<file path="src/hdl/wdsd_pkg.sv">
// shared types and constants for the windowed delta spike detector
`timescale 1ns / 1ps

package wdsd_pkg;

   // field widths
   localparam int PRICE_W  = 24;
   localparam int VOLUME_W = 24;
   localparam int MARKER_W = 25;
   localparam int DELTA_W  = 25;
   localparam int DIR_W    = 2;

   // configuration register widths and reset values
   localparam int WIN_W    = 7;
   localparam int MULT_W   = 8;
   localparam int OFFSET_W = 6;
   localparam int CSR_IDX_W  = 2;
   localparam int CSR_DATA_W = 8;

   localparam logic [WIN_W-1:0]    WIN_RESET    = 7'd20;
   localparam logic [MULT_W-1:0]   MULT_RESET   = 8'd32;
   localparam logic [OFFSET_W-1:0] OFFSET_RESET = 6'd6;

   // register indexes
   localparam logic [CSR_IDX_W-1:0] CSR_WINDOW_LENGTH = 2'd0;
   localparam logic [CSR_IDX_W-1:0] CSR_THRESHOLD_MULT = 2'd1;
   localparam logic [CSR_IDX_W-1:0] CSR_MARKER_OFFSET = 2'd2;

   // ring depth default
   localparam int MAX_WINDOW_DEFAULT = 128;

   // window sum: up to 127 magnitudes of 24 bits
   localparam int SUM_W = VOLUME_W + WIN_W;
   // |delta| * W * 16 and sum * multiplier
   localparam int LHS_W = VOLUME_W + WIN_W + 4;
   localparam int RHS_W = SUM_W + MULT_W;

   // direction codes
   localparam logic signed [DIR_W-1:0] DIR_NONE = 2'sb00;
   localparam logic signed [DIR_W-1:0] DIR_BUY  = 2'sb01;
   localparam logic signed [DIR_W-1:0] DIR_SELL = 2'sb11;

   typedef enum logic [1:0] {
      ST_IDLE,
      ST_SUM,
      ST_MUL,
      ST_FIN
   } wdsd_state_type;

endpackage

</file>
<file path="src/hdl/windowed_delta_spike_detector.sv">
// windowed delta spike detector top level: ring store, serial window sum, threshold test
`timescale 1ns / 1ps

//  channel  | direction | ports                                   | handshake
//  ---------+-----------+-----------------------------------------+-------------------
//  req      | in        | bar_high, bar_low, ask_volume, bid_vol. | req_valid/req_stall
//  rsp      | out       | fired, direction, marker_price, delta   | rsp_valid/rsp_stall
//  csr      | in        | csr_index, csr_wdata                    | csr_wr_en
//
//  a bar passes ST_SUM, ST_MUL and ST_FIN, with no ring reads while warming up; W is the
//  effective window, walked one ring read per cycle into the shared 31-bit accumulator
//  the next transaction is taken in the idle state, entered once the result is loaded
//  reset (synchronous, active high) clears pointer, bar count, sequencer and valids;
//  registers take reset values, not the ring; only writes since reset are summed
//  a waiting result holds the next transaction in its final step until it is taken

module windowed_delta_spike_detector
   import wdsd_pkg::*;
#(
   parameter int MAX_WINDOW = MAX_WINDOW_DEFAULT
) (
   input  logic                        clock,
   input  logic                        reset,

   input  logic                        req_valid,
   output logic                        req_stall,
   input  logic [PRICE_W-1:0]          req_bar_high,
   input  logic [PRICE_W-1:0]          req_bar_low,
   input  logic [VOLUME_W-1:0]         req_ask_volume,
   input  logic [VOLUME_W-1:0]         req_bid_volume,

   output logic                        rsp_valid,
   input  logic                        rsp_stall,
   output logic                        rsp_fired,
   output logic signed [DIR_W-1:0]     rsp_direction,
   output logic [MARKER_W-1:0]         rsp_marker_price,
   output logic signed [DELTA_W-1:0]   rsp_net_delta,

   input  logic                        csr_wr_en,
   input  logic [CSR_IDX_W-1:0]        csr_index,
   input  logic [CSR_DATA_W-1:0]       csr_wdata
);

   localparam int PTR_W = $clog2(MAX_WINDOW);
   localparam logic [PTR_W-1:0] PTR_LAST = PTR_W'(MAX_WINDOW - 1);

   // configuration registers
   logic [WIN_W-1:0]    win_len_ff;
   logic [MULT_W-1:0]   mult_ff;
   logic [OFFSET_W-1:0] offset_ff;

   // sequencer and control state
   wdsd_state_type state_ff, state_in;
   logic [PTR_W-1:0] wr_ptr_ff;
   logic [WIN_W-1:0] bars_seen_ff;
   logic             rsp_valid_ff, rsp_valid_in;
   logic             rd_valid_ff, rd_valid_in;

   // per-transaction working registers
   logic [PRICE_W-1:0]         high_ff, low_ff;
   logic [VOLUME_W-1:0]        mag_ff;
   logic                       selling_ff;
   logic signed [DELTA_W-1:0]  delta_ff;
   logic [WIN_W-1:0]           win_ff;
   logic                       test_en_ff;
   logic [WIN_W-1:0]           issue_cnt_ff;
   logic [PTR_W-1:0]           rd_ptr_ff;
   logic [VOLUME_W-1:0]        rd_data_ff;
   logic [SUM_W-1:0]           sum_ff;
   logic [LHS_W-1:0]           lhs_ff;
   logic [RHS_W-1:0]           rhs_ff;

   // ring store, undefined until written
   logic [VOLUME_W-1:0] ring_ff [MAX_WINDOW];

   // output registers
   logic                      fired_ff;
   logic signed [DIR_W-1:0]   dir_ff;
   logic [MARKER_W-1:0]       marker_ff;
   logic signed [DELTA_W-1:0] rsp_delta_ff;

   // sequencer controls
   logic load_item, issue_rd, do_mul, load_rsp;

   // combinational helpers
   logic [WIN_W-1:0]     eff_win;
   logic                 req_selling;
   logic [VOLUME_W-1:0]  req_mag;
   logic                 fire;
   logic [MARKER_W-1:0]  marker_val;
   logic [PTR_W-1:0]     wr_ptr_dec;
   logic [PTR_W-1:0]     rd_ptr_dec;

   // effective window is the register clipped at the ring depth
   assign eff_win = (int'(win_len_ff) < MAX_WINDOW) ? win_len_ff : WIN_W'(MAX_WINDOW);

   assign req_selling = req_bid_volume > req_ask_volume;
   assign req_mag     = req_selling ? (req_bid_volume - req_ask_volume)
                                    : (req_ask_volume - req_bid_volume);

   assign wr_ptr_dec = (wr_ptr_ff == '0) ? PTR_LAST : wr_ptr_ff - PTR_W'(1);
   assign rd_ptr_dec = (rd_ptr_ff == '0) ? PTR_LAST : rd_ptr_ff - PTR_W'(1);

   // threshold test, only once warm and with a nonzero baseline
   assign fire = test_en_ff && (sum_ff != '0) && (RHS_W'(lhs_ff) >= rhs_ff);

   always_comb begin
      if (selling_ff) begin
         marker_val = (low_ff > PRICE_W'(offset_ff))
                    ? MARKER_W'(low_ff - PRICE_W'(offset_ff)) : '0;
      end else begin
         marker_val = MARKER_W'(high_ff) + MARKER_W'(offset_ff);
      end
   end

   // next state and controls
   always_comb begin
      state_in     = state_ff;
      load_item    = 1'b0;
      issue_rd     = 1'b0;
      do_mul       = 1'b0;
      load_rsp     = 1'b0;
      req_stall    = 1'b1;
      rsp_valid_in = rsp_valid_ff && rsp_stall;
      case (state_ff)
         ST_IDLE: begin
            req_stall = 1'b0;
            if (req_valid) begin
               load_item = 1'b1;
               state_in  = ST_SUM;
            end
         end
         ST_SUM: begin
            // one ring read issued per cycle, its data summed in the cycle after
            issue_rd = test_en_ff && (issue_cnt_ff < win_ff);
            if (!issue_rd && !rd_valid_ff) begin
               state_in = ST_MUL;
            end
         end
         ST_MUL: begin
            do_mul   = 1'b1;
            state_in = ST_FIN;
         end
         ST_FIN: begin
            if (!rsp_valid_ff || !rsp_stall) begin
               load_rsp     = 1'b1;
               rsp_valid_in = 1'b1;
               state_in     = ST_IDLE;
            end
         end
         default: begin
            state_in = ST_IDLE;
         end
      endcase
   end

   assign rd_valid_in = issue_rd;

   // control registers
   always_ff @(posedge clock) begin
      if (reset) begin
         state_ff     <= ST_IDLE;
         wr_ptr_ff    <= '0;
         bars_seen_ff <= '0;
         rsp_valid_ff <= 1'b0;
         rd_valid_ff  <= 1'b0;
         win_len_ff   <= WIN_RESET;
         mult_ff      <= MULT_RESET;
         offset_ff    <= OFFSET_RESET;
      end else begin
         state_ff     <= state_in;
         rsp_valid_ff <= rsp_valid_in;
         rd_valid_ff  <= rd_valid_in;
         if (do_mul) begin
            // push happens after the window has been read
            wr_ptr_ff    <= (wr_ptr_ff == PTR_LAST) ? '0 : wr_ptr_ff + PTR_W'(1);
            bars_seen_ff <= (bars_seen_ff < win_ff) ? bars_seen_ff + WIN_W'(1) : win_ff;
         end
         if (csr_wr_en) begin
            case (csr_index)
               CSR_WINDOW_LENGTH:  win_len_ff <= csr_wdata[WIN_W-1:0];
               CSR_THRESHOLD_MULT: mult_ff    <= csr_wdata[MULT_W-1:0];
               CSR_MARKER_OFFSET:  offset_ff  <= csr_wdata[OFFSET_W-1:0];
               default: ;
            endcase
         end
      end
   end

   // ring store: one write, one registered read
   always_ff @(posedge clock) begin
      if (do_mul) begin
         ring_ff[wr_ptr_ff] <= mag_ff;
      end
      if (issue_rd) begin
         rd_data_ff <= ring_ff[rd_ptr_ff];
      end
   end

   // datapath
   always_ff @(posedge clock) begin
      if (load_item) begin
         high_ff      <= req_bar_high;
         low_ff       <= req_bar_low;
         mag_ff       <= req_mag;
         selling_ff   <= req_selling;
         delta_ff     <= DELTA_W'(signed'({1'b0, req_ask_volume}) -
                                  signed'({1'b0, req_bid_volume}));
         win_ff       <= eff_win;
         test_en_ff   <= bars_seen_ff >= eff_win;
         issue_cnt_ff <= '0;
         rd_ptr_ff    <= wr_ptr_dec;
         sum_ff       <= '0;
      end else begin
         if (issue_rd) begin
            issue_cnt_ff <= issue_cnt_ff + WIN_W'(1);
            rd_ptr_ff    <= rd_ptr_dec;
         end
         // shared accumulator walks back through the window
         if (rd_valid_ff) begin
            sum_ff <= sum_ff + SUM_W'(rd_data_ff);
         end
      end
      if (do_mul) begin
         lhs_ff <= {(SUM_W'(mag_ff) * SUM_W'(win_ff)), 4'b0000};
         rhs_ff <= RHS_W'(sum_ff) * RHS_W'(mult_ff);
      end
      if (load_rsp) begin
         fired_ff     <= fire;
         dir_ff       <= fire ? (selling_ff ? DIR_SELL : DIR_BUY) : DIR_NONE;
         marker_ff    <= fire ? marker_val : '0;
         rsp_delta_ff <= delta_ff;
      end
   end

   assign rsp_valid        = rsp_valid_ff;
   assign rsp_fired        = fired_ff;
   assign rsp_direction    = dir_ff;
   assign rsp_marker_price = marker_ff;
   assign rsp_net_delta    = rsp_delta_ff;

endmodule

</file>
<file path="config.mk">
export PLATFORM = sky130hd
export DESIGN_NAME = windowed_delta_spike_detector
export DESIGN_NICKNAME = d
export VERILOG_FILES = /design/src/hdl/wdsd_pkg.sv /design/src/hdl/windowed_delta_spike_detector.sv
export SDC_FILE = /design/constraint.sdc
export NUM_CORES = 2
export LEC_CHECK = 0
export BUFFER_PORTS_ARGS = -buffer_cell sky130_fd_sc_hd__buf_2
export CAP_MARGIN = 10
export CELL_PAD_IN_SITES_DETAIL_PLACEMENT = 1
export CELL_PAD_IN_SITES_GLOBAL_PLACEMENT = 1
export CORE_MARGIN = 2
export CORE_UTILIZATION = 55
export CTS_CLUSTER_SIZE = 12
export DETAILED_ROUTE_END_ITERATION = 8
export GPL_ROUTABILITY_DRIVEN = 0
export PLACE_DENSITY_LB_ADDON = 0.05
export SETUP_SLACK_MARGIN = 0.1
export SYNTH_ARGS = -nofsm -noshare
export SYNTH_HDL_FRONTEND = slang
export SYNTH_SLANG_ARGS = --single-unit
</file>
<file path="constraint.sdc">
create_clock -name clock -period 12.1 [get_ports clock]
set_clock_uncertainty 0.05 [all_clocks]
set_input_delay 0 -clock clock [delete_from_list [all_inputs] [get_ports clock]]
set_output_delay 0 -clock clock [all_outputs]
set_load 0.01 [all_outputs]
</file>
* Word-level counts from Yosys, hierarchy flattened
Memories as Yosys holds them, arrays and structs flattened. A register that Yosys moved wholly into a read port is not among the register bits.
Cells that the tools add are included.
** Storage, ports and cells
- Memories kept :: 1
- Memory bits (writable) :: 3072
- Input port bits :: 111
- Word-level logic and storage cells :: 98
- Flip-flop bits (word level) :: 313
** Memories
- ring_ff :: depth 128, width 24, rd ports 1, clocked after Yosys merged registers in 1, write ports 1, line windowed_delta_spike_detector.sv:74 : logic [VOLUME_W-1:0] ring_ff [MAX_WINDOW];
** Operators by class
- Reductions and logical operators :: 20
- Muxes and demuxes :: 25
- $add $sub $neg :: 11
- Multiply operators :: 2
- Order comparisons :: 6
- Eq/ne operators :: 9
** Operator list (number)
- 25-bit 2-to-1 mux :: 2
- 24-bit subtractor :: 2
- 7-bit 2-to-1 mux :: 6
- 35-bit by 39-bit >= comparator with 1-bit output :: 1
- 31-bit by 8-bit multiplier with 39-bit output :: 1
- 31-bit by 24-bit adder with 31-bit output :: 1
- 24-bit by 7-bit multiplier with 31-bit output :: 1
- 31-bit nonzero test :: 1
- 24-bit by 6-bit adder with 25-bit output :: 1
- 24-bit by 24-bit subtractor with 25-bit output :: 1
- 24-bit by 6-bit subtractor with 25-bit output :: 1
- 24-bit > comparator :: 1
- 24-bit by 6-bit > comparator with 1-bit output :: 1
- 24-bit 2-to-1 mux :: 1
- 7-bit by 1-bit adder with 7-bit output, second input constant :: 3
- 7-bit logical NOT :: 2
- 7-bit less-than comparator :: 2
- 7-bit by 1-bit subtractor with 7-bit output, second input constant :: 2
- 1-bit 2-to-1 mux :: 11
- 2-bit 2-to-1 mux :: 4
- 2-bit one-hot mux with 4 select lines :: 1
- 7-bit == test, second input constant :: 1
- 7-bit >= comparator :: 1
- 2-bit == test, second input constant :: 3
- 9 further kinds :: 22

* Longest topological paths before layout
- Word-level depth :: 6
- Depth in mapped cells :: 20
- Depth with buffers taken out :: 19

* Least setup slack after synthesis
OpenSTA, ideal clock, no wires.
- Path kind :: reg2reg
- Start :: reg mag_ff[9]
- End :: reg lhs_ff[34] (data pin)
- Path slack :: 5675 ps
- Cell stages (with the launch flop) :: 18
- Clock period less this slack :: 6425 ps
- Path buffers :: 1
- Arrival time :: 6168 ps
- Data required time :: 11843 ps
- Library setup time :: 207 ps
- Cells stage by stage :: edfxtp_1 and2_1 fa_1 fa_1 fa_1 inv_1 fa_1 inv_1 ha_1 clkbuf_1 nand3_1 nor3_1 o21ai_0 a41oi_1 o41ai_2 o21ai_0 mux2i_1 a2111oi_0
** Between the ends
- Word-level cells in the longest chain between the ends :: 1
** RTL lines
- from (decl) :: line windowed_delta_spike_detector.sv:61 : logic [VOLUME_W-1:0] mag_ff;
- from (signal assigned) :: line windowed_delta_spike_detector.sv:205 : mag_ff <= req_mag;
- 24-bit by 7-bit multiplier with 31-bit output :: line windowed_delta_spike_detector.sv:225 : lhs_ff <= {(SUM_W'(mag_ff) * SUM_W'(win_ff)), 4'b0000};
- to (signal assigned) :: line windowed_delta_spike_detector.sv:225
- to (decl) :: line windowed_delta_spike_detector.sv:70 : logic [LHS_W-1:0] lhs_ff;
Every way passes these cells.
A chain may end at the register's enable or synchronous reset.

* Worst setup path in the final report
- Start :: reg mag_ff[10]
- End :: reg lhs_ff[34] (data pin)
The elaborated chain is that of the path after synthesis.

==> summary.md <==
| Metric | Value |
|---|---|
| Status | complete, no violations |
| Port Buf Inserts | 165 |
| Initial DRT Pass Iterations | 5 |
| Compound-Gate Fraction of Synth Area | 3.02% |
| Tmin final | 7.26 ns |
| Gr usage total | 31.3% |
| Vias per cell | 6.51 |
| Slowest stage cell, crit path | buf_4 |
| RSZ-0062 raised after global routing | no |
| Drt first-iter violations | 9764 |
| Crit path top cell by count | fa_1 |
| Hold buffer count at CTS | 228 |
| I/O pins | 166 |
| Main combinational cell family by area after synthesis | multiplexers |
| Post-synthesis mux area share | 15.2% |
| Core Box Area | 268000 sq um |
| CP cell instances | buf_4, buf_4, and2_1, fa_1, fa_1, fa_1, inv_1, fa_1, inv_1, ha_1, a21o_1, a21oi_1, nand2_1, nand2_1, a41oi_1, o41ai_2, o21ai_0, mux2i_1, a2111oi_0 |
| Share of the synthesized area in the top cell type | 67.4% |
| Period utilization | 60.0% |
| Global-route wire length before repair | 610 mm |
| Kind of cell adding the most delay to the critical path | adder cells |
| Seq/Total Area, Yosys | 68.5% |
| Grt ovf | 0 |
| Fin Setup TNS | 0 ns |
| Initial antenna violation count | 33 |
| Post-CTS setup buffers | 0 |
| Setup Crit Path Kind | reg -> reg |
| Syn avg cell area | 18.8 sq um |
| Final Setup Violations | 0 |
| DR vias | 80313 |
| # Max-Cap Violations | 0 |
| Layout fillers | 22725 |
| CTS tree | yes |
| Synthesized Nets | 8559 |
| Buf/Inv on CP | 4 |
| EDFF count, synth | 3331 |
| Vias in the first global route | 84430 |
| DRC viols | 0 |
| Post-route cell area | 168000 sq um |
| H-tree depth | 5 |
| Worst min path class | in -> reg |
| Post-synth top flop | edfxtp_1 |
| # nets final | 9181 |
| Clk_lat worst skew | 0.96 ns |
| Final HPWL DP | 253 mm |
| Reg clk slew, reported paths | 0.06 ns |
| Leak pwr | 57.4 nW |
| Synth top area cells | edfxtp_1 (67%), mux4_2 (14%), fa_1 (3.9%) |
| Synth area leader | edfxtp_1 |
| Die span in y | 523 um |
| Share of layout cells above drive strength 1 | 22.8% |
| Die W | 523 um |
| Largest net degree at the start of global routing | 124 |
| Cells after Synth | 7906 |
| Crit Path Max Fanout | 83 |
| CTS buffer count | 358 |
| Crit end category | flop |
| Synth Area in XOR/XNOR | 0.980% |
| WP data arrival | 7.89 ns |
| Clock root buffer | clkbuf_16 |
| Crit start category | flop |
| Wire per inst | 34.4 um |
| CTS sink count | 3408 |
| Worst slew pin tran | 1.31 ns |
| Die ar. | 274000 sq um |
| Asr flop ratio synth | 0% |
| Most common cell in the netlist | edfxtp_1 |
| VDD IR-drop max | 0.606 mV |
| Req. time, crit path | 12.73 ns |
| Max frequency | 0.138 GHz |
| Slowest stage delay, CP | 0.89 ns |
| Hold path startpoint | req_ask_volume[13] |
| Post-CTS sizing | 0 |
| Post-DP Area | 155000 sq um |
| Synth Area in Simple Gates | 4.12% |
| Post-Synth Adder-Cell Area | 6.03% |
| # rows | 190 |
| Number of synthesized register bits | 3408 |
| Reg2reg start | mag_ff[10] |
| Most frequent cells after synthesis | edfxtp_1 (3331), mux4_2 (934), inv_1 (415) |
| Initial core utilization | 55.3% |
| Utilization after layout | 62.5% |
| CTS max path bufs | 4 |
| DRT antenna net count | 0 |
| Power per standard cell area | 247 nW/um^2 |
| Fin. Hold Viols | 0 |
| Synth warn | 0 |
| Post-Route WL | 425 mm |
| Non-Filler Instances | 12340 |
| Placed cells | 11492 |
| Layout area overhead | 12.9% |
| Synthesized cell area | 148000 sq um |
| CP startpoint | mag_ff[10] |
| Number of library cell types mapped by synthesis | 80 |
| Total power | 41.4 mW |
| Slew Viols, Final | 0 |
| Slew headroom | 12.2% |
-- power breakdown --
group | total, mW | leakage, nW | internal (mW) | switching, mW
Sequential | 15.0 | 30.7 | 14.5 | 0.432
Combinational | 16.1 | 21.6 | 6.21 | 9.92
Clock | 10.3 | 5.16 | 5.78 | 4.51
-- stage by stage --
stage	setup slack, ns	hold WS [ns]
finish	4.84	0.0383
global route	4.44	0.0369
CTS	4.87	0.000278
detailed placement	4.89	0.129
global placement	5.04	0.128
floorplan	5.68	0.0489
-- placed cells by master (no fill, tap or decap), types with 25 or more instances in the layout --
cell type / instances
a211oi_1: 40
a21o_1: 95
a21oi_1: 180
a31oi_1: 25
and2_1: 319
and3_1: 28
buf_2: 165
buf_4: 242
clkbuf_1: 92
clkbuf_16: 364
clkinv_1: 67
clkinv_2: 27
dfxtp_1: 77
diode_2: 26
dlygate4sd3_1: 228
edfxtp_1: 3331
fa_1: 288
ha_1: 253
inv_1: 414
mux2_2: 45
mux2i_1: 103
mux4_2: 934
nand2_1: 297
nand2b_1: 34
nand3_1: 61
nand4_1: 37
nor2_1: 175
nor2_2: 106
nor2b_1: 29
nor3_1: 39
o211ai_1: 29
o21ai_0: 110
xnor2_1: 89
xor2_1: 71
-- worst min-delay path: stages --
cell	delay, ns
buf_2	0.11
inv_1	0.05
ha_1	0.30
xnor2_1	0.29
-- worst paths after layout --
kind	to	slack (ns)	cells after the start
max reg2reg	lhs_ff[34]	4.84	19
max	lhs_ff[34]	4.84	19
min	mag_ff[13]	0.04	4
min reg2reg	rsp_net_delta[5]	0.37	0
-- flip-flops by register name, indices dropped and copies added (netlist names), 25 cells and up --
register          count
rsp_marker_price     25
rsp_net_delta        25
rhs_ff               39
sum_ff               31
lhs_ff               31
ring_ff            3072
-- per-layer routing --
| layer | GRT usage [%] | wire (um) | vias up | share of wire, % |
|---|---|---|---|---|
| li1 | - | - | 32445 | - |
| met1 | 45.2 | 171000 | 43281 | 40 |
| met2 | 49.8 | 204000 | 3978 | 48 |
| met3 | 4.91 | 36000 | 597 | 8.5 |
| met4 | 9.68 | 13600 | 12 | 3.2 |
| met5 | 0 | 69 | - | 0.016 |
-- final cells by class --
class                      instances  area, sq um  share of cell area [%]
timing repair buffer             646         5140                    3.07
antenna                           26         65.1                  0.0388
sequential                      3408       102000                    60.6
clock inverter                   134         1120                   0.669
inverter                         419         1580                   0.942
multi-input combinational       3695        44100                    26.3
tap                             3552         4440                    2.65
clock buffer                     460         9510                    5.68
-- logic make-up (layout without fill, tap and decap cells) --
kind of cell | after synthesis | after routing
xor gates and xnor gates | 166 | 166
adders and majority gates | 542 | 542
AOI/OAI and AO/OA | 677 | 677
other | 0 | 26
muxes | 1082 | 1082
DFF | 3408 | 3408
and+or+nand+nor | 1228 | 1228
buffers and inverters | 803 | 1659
Power figures use the tool's default switching activity.
